**config.mk**
```make
export PLATFORM = sky130hd
export DESIGN_NAME = vbts_ctrl
export DESIGN_NICKNAME = d
export VERILOG_FILES = /design/src/sv/vbts_pkg.sv /design/src/sv/vbts_ctrl.sv
export SDC_FILE = /design/constraint.sdc
export NUM_CORES = 1
export LEC_CHECK = 0
export BUFFER_PORTS_ARGS = -buffer_cell sky130_fd_sc_hd__buf_2
export CORE_UTILIZATION = 50
export CTS_BUF_LIST = sky130_fd_sc_hd__clkbuf_8
export CTS_CLUSTER_SIZE = 16
export DETAILED_ROUTE_END_ITERATION = 10
export PLACE_DENSITY = 0.77
export SLEW_MARGIN = 20
export SYNTH_ARGS = -nofsm -noshare
export SYNTH_HDL_FRONTEND = slang
export SYNTH_SLANG_ARGS = --single-unit
```
**constraint.sdc**
```tcl
create_clock -name clk -period 10.3 [get_ports clk]
set_input_delay 1.545 -clock clk [delete_from_list [all_inputs] [get_ports clk]]
set_output_delay 1.545 -clock clk [all_outputs]
set_load 0.01 [all_outputs]
```
**src/sv/vbts_pkg.sv**
```systemverilog
// Shared constants, command codes and types of the valid bit table with search.
package vbts_pkg;

	localparam int SLOTS = 256;
	localparam int VALUE_BITS = 32;
	localparam int SLOT_BITS = $clog2(SLOTS);
	localparam int COUNT_BITS = $clog2(SLOTS + 1);

	localparam int CMD_WIDTH = 2;
	localparam int SLOT_WIDTH = 8;
	localparam int VALUE_WIDTH = 32;
	localparam int OCC_WIDTH = 9;

	localparam logic [CMD_WIDTH-1:0] CMD_PUT = 2'd0;
	localparam logic [CMD_WIDTH-1:0] CMD_DELETE = 2'd1;
	localparam logic [CMD_WIDTH-1:0] CMD_FIND = 2'd2;

	typedef struct packed {
		logic stored;
		logic found;
		logic [SLOT_WIDTH-1:0] found_slot;
		logic [OCC_WIDTH-1:0] occupied;
	} res_t;

	typedef struct packed {
		logic we;
		logic [SLOT_BITS-1:0] waddr;
		logic [VALUE_BITS-1:0] wdata;
		logic re;
		logic [SLOT_BITS-1:0] raddr;
	} ram_req_t;

endpackage

```
**src/sv/vbts_ctrl.sv**
```systemverilog
// Command sequencer with valid bits, occupancy count, find scan and result register.
module vbts_ctrl (
	input logic clk,
	input logic arst_n,
	input logic in_valid,
	output logic in_ready,
	input logic [vbts_pkg::CMD_WIDTH-1:0] cmd,
	input logic [vbts_pkg::SLOT_WIDTH-1:0] slot,
	input logic [vbts_pkg::VALUE_WIDTH-1:0] value,
	output logic out_valid,
	input logic out_ready,
	output vbts_pkg::res_t res,
	output vbts_pkg::ram_req_t ram_req,
	input logic [vbts_pkg::VALUE_BITS-1:0] ram_rdata
);
	import vbts_pkg::*;

	typedef enum logic [1:0] {ST_IDLE, ST_FIND, ST_HOLD} state_t;

	state_t state_q;
	logic [SLOTS-1:0] valid_q;
	logic [COUNT_BITS-1:0] count_q;
	logic [VALUE_BITS-1:0] key_q;
	logic [SLOT_BITS:0] scan_q;
	logic rd_vld_s1;
	logic rd_hit_s1;
	logic [SLOT_BITS-1:0] rd_idx_s1;
	res_t res_q;
	res_t pend_q;
	logic out_valid_q;

	logic accept;
	logic out_free;
	logic [SLOT_BITS-1:0] idx;
	logic in_range;
	logic put_ok;
	logic del_ok;
	logic [COUNT_BITS-1:0] count_nxt;
	logic scan_issue;
	logic match;
	logic last;
	logic find_done;
	logic res_load;
	res_t imm_res;
	res_t find_res;

	assign in_ready = (state_q == ST_IDLE);
	assign accept = in_valid && in_ready;
	assign out_free = !out_valid_q || out_ready;
	assign idx = SLOT_BITS'(slot);
	assign in_range = 32'(slot) < 32'(SLOTS);
	assign put_ok = (cmd == CMD_PUT) && in_range && !valid_q[idx];
	assign del_ok = (cmd == CMD_DELETE) && in_range && valid_q[idx];

	always_comb begin
		count_nxt = count_q;
		if (put_ok) begin
			count_nxt = count_q + COUNT_BITS'(1);
		end else if (del_ok) begin
			count_nxt = count_q - COUNT_BITS'(1);
		end
	end

	assign scan_issue = (state_q == ST_FIND) && !scan_q[SLOT_BITS];
	assign match = rd_vld_s1 && rd_hit_s1 && (ram_rdata == key_q);
	assign last = rd_vld_s1 && (rd_idx_s1 == SLOT_BITS'(SLOTS - 1));
	assign find_done = (state_q == ST_FIND) && (match || last);
	assign res_load = out_free && (((state_q == ST_IDLE) && accept && (cmd != CMD_FIND))
		|| find_done || (state_q == ST_HOLD));

	always_comb begin
		imm_res.stored = put_ok;
		imm_res.found = 1'b0;
		imm_res.found_slot = '0;
		imm_res.occupied = OCC_WIDTH'(count_nxt);
		find_res.stored = 1'b0;
		find_res.found = match;
		find_res.found_slot = match ? SLOT_WIDTH'(rd_idx_s1) : '0;
		find_res.occupied = OCC_WIDTH'(count_q);
	end

	always_comb begin
		ram_req.we = accept && put_ok;
		ram_req.waddr = idx;
		ram_req.wdata = VALUE_BITS'(value);
		ram_req.re = scan_issue;
		ram_req.raddr = scan_q[SLOT_BITS-1:0];
	end

	always_ff @(posedge clk) begin
		rd_idx_s1 <= scan_q[SLOT_BITS-1:0];
		rd_hit_s1 <= valid_q[scan_q[SLOT_BITS-1:0]];
	end

	always_ff @(posedge clk or negedge arst_n) begin
		if (!arst_n) begin
			state_q <= ST_IDLE;
			valid_q <= '0;
			count_q <= '0;
			scan_q <= '0;
			rd_vld_s1 <= 1'b0;
			out_valid_q <= 1'b0;
		end else begin
			rd_vld_s1 <= scan_issue && !find_done;
			if (res_load) begin
				out_valid_q <= 1'b1;
			end else if (out_valid_q && out_ready) begin
				out_valid_q <= 1'b0;
			end
			case (state_q)
				ST_IDLE: begin
					if (accept) begin
						if (put_ok) begin
							valid_q[idx] <= 1'b1;
						end
						if (del_ok) begin
							valid_q[idx] <= 1'b0;
						end
						count_q <= count_nxt;
						if (cmd == CMD_FIND) begin
							key_q <= VALUE_BITS'(value);
							scan_q <= '0;
							state_q <= ST_FIND;
						end else if (out_free) begin
							res_q <= imm_res;
						end else begin
							pend_q <= imm_res;
							state_q <= ST_HOLD;
						end
					end
				end
				ST_FIND: begin
					scan_q <= scan_q + (SLOT_BITS + 1)'(1);
					if (find_done) begin
						if (out_free) begin
							res_q <= find_res;
							state_q <= ST_IDLE;
						end else begin
							pend_q <= find_res;
							state_q <= ST_HOLD;
						end
					end
				end
				ST_HOLD: begin
					if (out_free) begin
						res_q <= pend_q;
						state_q <= ST_IDLE;
					end
				end
				default: begin
					state_q <= ST_IDLE;
				end
			endcase
		end
	end

	assign out_valid = out_valid_q;
	assign res = res_q;

endmodule

```
==> impl_results.md, run 1 <==
- CP delay by family, top: compound AO/OA/AOI/OAI gates
- RSZ-0062 raised after global routing: no
- Outcome: completed
- CP endpoint kind: output port
- Clock period minus worst slack: 7510 ps
- DR vias: 17100
- CTS buffer count: 60
- Final period util: 0.729
- Port Buf Inserts: 148
- F_max: 133 MHz
- Worst-margin pin slew: 1210 ps
- CP Buf/Inv Count: 3
- Net Count, Synth: 1888
- Post_cts resized: 0
- Vias in the first global route: 16800
- CP cell instances: buf_4, buf_4, mux4_2, nand2_1, a31oi_1, o41ai_2, o21a_1, a21o_4, nand2_1, nor2_1, buf_2
- Gr usage total: 0.306
- Yosys warnings: 0
- Met3 usage: 0.106
- GRT overflow: 0
- Startpoint types: primary input
- Async S/R FF share, synth: 0.779
- Mapped cell area: 0.0208 mm²
- First-pass GRT wire length: 98100 µm
- Slew HR: 0.191
- Mapped Cells: 1803
- Largest net degree at the start of global routing: 193
- Row count: 74
- Yosys cell types: 73
- Post-CTS Repair Setup Buffers: 0
- R2R depth: 9
- Clock Power Share: 0.444
- Int Pwr: 2210 µW
- H-tree levels: 2
- CTS tree: done
- HP Class: flip-flop to flip-flop
- Max incr delay on CP: 800 ps
- Worst Clk Skew: 54.4 ps
- Core ar.: 0.0409 mm²
- Combinational share of power: 0.075
- GR Util met2: 0.454
- Syn avg cell area: 11.5 µm²
- Num Clock Sinks: 357
- Number of synthesized flops with an enable pin: 70
- MaxCap Viol Count: 0
- Worst Path Max Fanout: 91
- Dpl ws: 2890 ps
- Hold Startpoint: scan_q[6]
- Final Wtd Congestion: 0.959
- TritonRoute pass-1 iters: 6
- Global routing usage on met1: 0.389
- Layout cells sized above 1: 0.298
- Reg power frac: 0.482
- Hold Path Depth: 0
- DPL Wire Length: 41200 µm
- Final Hold Fails: 0
- Root buffer cell: clkbuf_8
- Static leakage: 0.00915 µW
- Final wirelength: 64300 µm
- Diodes inserted: 0
- Drt via density: 7.11
- Clock transition at path regs: 60 ps
- Endpoints failing setup: 0
- Reg2reg start: valid_q[247]
- Synth Flop Type: dfrtp_1
- Worst-Skew Late Latency: 700 ps
- Final setup margin: 2790 ps
- Die H: 206 µm
- Switching Fraction: 0.261
- Worst path required time: 8760 ps
- Die Wd: 206 µm
- Wire length per cell: 26.7 µm
- CP startpoint: slot[0]
- Die ar.: 0.0425 mm²
- Detailed-route DRC error count: 0
- Post-CTS Hold Buffers: 0
- Clock Path Buffers: 3
- Global routing's busiest layer: met2
- Ports: 149
- P per Cell Area: 134 mW/mm²
- Worst vdd ir: 0.0000966 V
- Initial antenna violation count: 0
- Fin. max-slew vios: 0
- Iter 0 DRT Violations: 2413
- Register area share after synthesis: 0.444
- Slowest CP cell: a21o_4
- Crit Path Class: primary input to output port
- P_sw: 781 µW
- Arrival time at the worst endpoint: 5960 ps
- FF+latch count, synth: 357
- Crit path depth: 11
- Area added between synthesis and finish: 7.46%
- Fin nets: 1909
- Commonest non-fill, non-tap cell in the layout: dfrtp_1
- Setup TNS: 0 ps
- Most frequent cells in the layout: dfrtp_1, a31oi_1, a21oi_1
- Final ANT Viol Nets: 0
- Initial Utilization: 0.509
## registers in the layout, indices dropped and copies added (netlist names)
signal and flops:
count_q 9, rd_vld_s1 1, rd_hit_s1 1, valid_q 256, rd_idx_s1 8, scan_q 9
res 19, state_q 2, pend_q 19, key_q 32, out_valid 1
## kinds of logic after synthesis
group                    share of synthesized area
AO/OA/AOI/OAI                                0.199
XOR/XNOR                                    0.0223
AND/OR/NAND/NOR                             0.0852
multiplexers                                 0.170
flip-flops                                   0.444
adder cells (fa/ha/maj)                    0.00421
buffers and inverters                       0.0753
## layout make-up
type,count,area (µm²)
multi-input cells,1209,10100
repair buffers,181,1050
flip-flops and latches,357,9250
clock buffers,76,1050
fillers,3380,18600
clock inverters,38,211
inverters,15,56.3
well taps,532,666
## worst paths after layout
kind	to	slack (ps)
min	rd_idx_s1[6]	510
max in group asynchronous	valid_q[106]	7930
min in group asynchronous	count_q[6]	790
min reg2reg	rd_idx_s1[6]	510
max reg2reg	valid_q[210]	5710
max	ram_req[49]	2790
## synth_stat cells, drive strengths merged, types with 26 or more instances
cell type | number | share of area
buf | 129 | 0.056
nand3 | 26 | 0.0063
dfrtp | 278 | 0.33
o21ai | 27 | 0.0065
nand2 | 52 | 0.0094
a31oi | 261 | 0.078
nor3 | 38 | 0.018
mux4 | 142 | 0.15
nor2 | 130 | 0.023
mux2i | 32 | 0.015
xor2 | 32 | 0.013
clkbuf | 93 | 0.017
edfxtp | 70 | 0.10
a21oi | 280 | 0.085
## stage by stage
step / cells / area (µm²) / util / hold slack (ps) / total power [µW]
3_5_place_dp: 2292 / 21100 / 0.514 / 489 / 1680
6_report: 2408 / 22400 / 0.547 / 507 / 2990
2_1_floorplan: 1803 / 20800 / - / 367 / 1640
4_1_cts: 2406 / 22300 / 0.545 / 512 / 2990
3_3_place_gp: 2292 / 21100 / 0.514 / 475 / 1680
5_1_grt: 2408 / 22400 / 0.547 / 522 / 3080
## power groups by stage
stage               combinational, µW  clock, µW  sequential (µW)
finish                            223       1330             1440
global route                      237       1400             1440
CTS                               216       1330             1440
detailed placement                216          0             1470
global placement                  211          0             1470
floorplan                         172          0             1470
## routing by layer
metal | wire, µm | up-vias
li1 | - | 7014
met1 | 22500 | 8403
met2 | 28800 | 1373
met3 | 8960 | 320
met4 | 4010 | 0
met5 | 0 | -
No activity file was read; power rests on OpenSTA's default activity.
==> run 2: changes to the inputs <==
PLACE_DENSITY = 0.8   (was 0.77)
clock period = 6 ns   (was 10.3 ns; I/O delays follow)
==> run 2 against run 1 <==
  * Global-route usage fell by 0.29 points
  * Clock skew fell by 25 ps
  * Count of clock-buffer cells in the layout fell by 3
  * Register-to-register slack got worse by 3800 ps
  * Sequential share of layout area barely moved
  * Combinational power rose by 76%
  * Sequential power rose by 72%
  * Die area did not move
  * Final area barely moved
  * First-iteration DRC count rose by 3.6%
  * Critical path depth rose by 1
  * Core utilization barely moved
==> impl_results.md, run 2 (synthesized netlist as in run 1, its figures left out) <==
- Post_cts resized: 0 (unchanged)
- Register area: 0.00925 mm² (unchanged)
- Detailed-route DRC error count: 0 (unchanged)
- Crit Path Class: primary input to output port
- Layout cells sized above 1: 0.300 (+0.00219)
- Int Pwr: 3700 µW (+68%)
- CP endpoint kind: output port
- Ports: 149 (unchanged)
- Worst path required time: 5100 ps (-3660 ps)
- Num Clock Sinks: 357 (unchanged)
- Root buffer cell: clkbuf_8
- GRT overflow: 0 (unchanged)
- Combinational share of power: 0.078 (+0.003)
- Reg power frac: 0.492 (+0.010)
- HP Class: primary input to asynchronous set/reset pin
- Most frequent cells in the layout: dfrtp_1, a31oi_1, a21oi_1
- Area added between synthesis and finish: 7.53% (about the same)
- Iter 0 DRT Violations: 2500 (+3.6%)
- Post-CTS Repair Setup Buffers: 0 (unchanged)
- Fin nets: 1918 (+0.47%)
- Vias in the first global route: 16700 (-0.83%)
- Core ar.: 0.0409 mm² (unchanged)
- TritonRoute pass-1 iters: 7 (+1)
- Endpoints failing setup: 0 (unchanged)
- Setup TNS: 0 ps (unchanged)
- Worst-margin pin slew: 1260 ps (+45.0 ps)
- MaxCap Viol Count: 0 (unchanged)
- CP cell instances: buf_4, buf_12, buf_4, mux4_2, nor3b_1, nor4_1, a32oi_1, o21a_1, a21o_4, nand2_1, nor2_1, buf_2
- Final Util: 0.547 (about the same)
- Worst vdd ir: 0.000249 V (+160%)
- Multi-input combinational cell area: 0.0101 mm² (about the same)
- DPL Wire Length: 41500 µm (+0.76%)
- Initial Utilization: 0.509 (unchanged)
- P per Cell Area: 224 mW/mm² (+68%)
- Final period util: 0.921
- R2R depth: 10 (+1)
- Largest net degree at the start of global routing: 162 (-16%)
- Largest register FFs: 256 (unchanged)
- F_max: 181 MHz
- Switching Fraction: 0.262 (+0.00109)
- Arrival time at the worst endpoint: 4630 ps (-1330 ps)
- Top flop regs: valid_q: 256 flops, key_q: 32 flops
- P_sw: 1320 µW (+69%)
- First-pass GRT wire length: 97300 µm (-0.82%)
- Outcome: completed
- Drt via density: 7.14 (+0.47%)
- Clock transition at path regs: 60 ps (about the same)
- Clock Path Buffers: 3 (unchanged)
- RSZ-0062 raised after global routing: no
- Die H: 206 µm (unchanged)
- Startpoint types: primary input
- Wire length per cell: 26.6 µm (-0.32%)
- Final wirelength: 64200 µm (-0.19%)
- Clock Power Share: 0.429 (-0.015)
- CTS tree: done
- Gr usage total: 0.303 (-0.00286)
- Diodes inserted: 0 (unchanged)
- Clock period minus worst slack: 5530 ps
- Static leakage: 0.00915 µW (about the same)
- Fin. max-slew vios: 0 (unchanged)
- Post-CTS Hold Buffers: 0 (unchanged)
- Final Hold Fails: 0 (unchanged)
- Port Buf Inserts: 148 (unchanged)
- H-tree levels: 2 (unchanged)
- Biggest register: valid_q
- Commonest non-fill, non-tap cell in the layout: dfrtp_1
- Worst Path Max Fanout: 38 (-58%)
- Initial antenna violation count: 0 (unchanged)
- Slew HR: 0.160 (-0.0301)
- Die Wd: 206 µm (unchanged)
- Row count: 74 (unchanged)
- Die ar.: 0.0425 mm² (unchanged)
- Max incr delay on CP: 600 ps (-200 ps)
- Dpl ws: 567 ps (-2320 ps)
- Final Wtd Congestion: 0.973 (+1.5%)
- Final setup margin: 472 ps (-2320 ps)
- DR vias: 17200 (+0.60%)
- Worst Clk Skew: 29.3 ps (-25.2 ps)
- Final ANT Viol Nets: 0 (unchanged)
- Fillcell total: 3390 (+0.30%)
- Most frequent CP cell: buf_4
- CTS buffer count: 57 (-5.0%)
- Slowest CP cell: buf_4
- Worst-Skew Late Latency: 690 ps (about the same)
## run 2: cell count changes in the layout (fill, tap and decap cells not counted)
cell,before,now
buf_4,31,42
clkinv_2,9,4
buf_12,2,5
clkbuf_8,76,73
buf_16,1,0
buf_6,1,0
bufinv_16,2,1
clkinvlp_4,0,1
inv_1,40,39
inv_4,0,1
inv_6,1,0
nor4_1,12,11
nor4_2,1,2
## run 2: stage by stage
| step | cells | power (µW) | hold slack (ps) | cell area (µm²) |
|---|---|---|---|---|
| after floorplan | 1803 | 2810 | 367 | 20800 |
| after global placement | 2306 | 2890 | 473 | 21200 |
| after detailed placement | 2306 | 2900 | 474 | 21200 |
| after CTS | 2411 | 5020 | 193 | 22400 |
| after global routing | 2411 | 5160 | 215 | 22400 |
| final | 2411 | 5020 | 172 | 22400 |
## run 2: power groups by stage
stage / combinational, µW / sequential, µW / clock (µW)
6_report: 392 / 2470 / 2150
3_5_place_dp: 380 / 2520 / 0
4_1_cts: 380 / 2470 / 2170
5_1_grt: 415 / 2470 / 2280
2_1_floorplan: 295 / 2520 / 0
3_3_place_gp: 371 / 2520 / 0
## run 2: worst max-delay path, delay by kind of cell
kind / cells / cell delay (ps)
multiplexers: 1 / 520
AO/OA/AOI/OAI: 3 / 1250
buffers and inverters: 4 / 1260
AND/OR/NAND/NOR: 4 / 650
## run 2: cell type report
cell class                      count  share of cell area
Tap cell                          532              0.0297
Inverter                           15             0.00252
Clock inverter                     32             0.00704
Multi-Input combinational cell   1209               0.451
Timing Repair Buffer              193              0.0516
Sequential cell                   357               0.413
Clock buffer                       73              0.0449
## run 2: per-layer routing
layer | share of wire | vias up | track usage
li1 | - | 7013 | -
met1 | 0.35 | 8322 | 0.386
met2 | 0.44 | 1544 | 0.451
met3 | 0.15 | 333 | 0.105
met4 | 0.061 | 0 | 0.170
met5 | 0 | - | 0
## run 2: final timing paths
| kind | slack [ps] | end | from |
|---|---|---|---|
| hold reg to reg | 490 | rd_vld_s1 | scan_q[8] |
| hold / removal | 170 | valid_q[219] | arst_n |
| setup reg to reg | 1880 | valid_q[83] | valid_q[251] |
| setup / recovery | 470 | ram_req[49] | slot[0] |
| max in group asynchronous | 4530 | count_q[5] | arst_n |
| min in group clk | 420 | key_q[10] | value[10] |
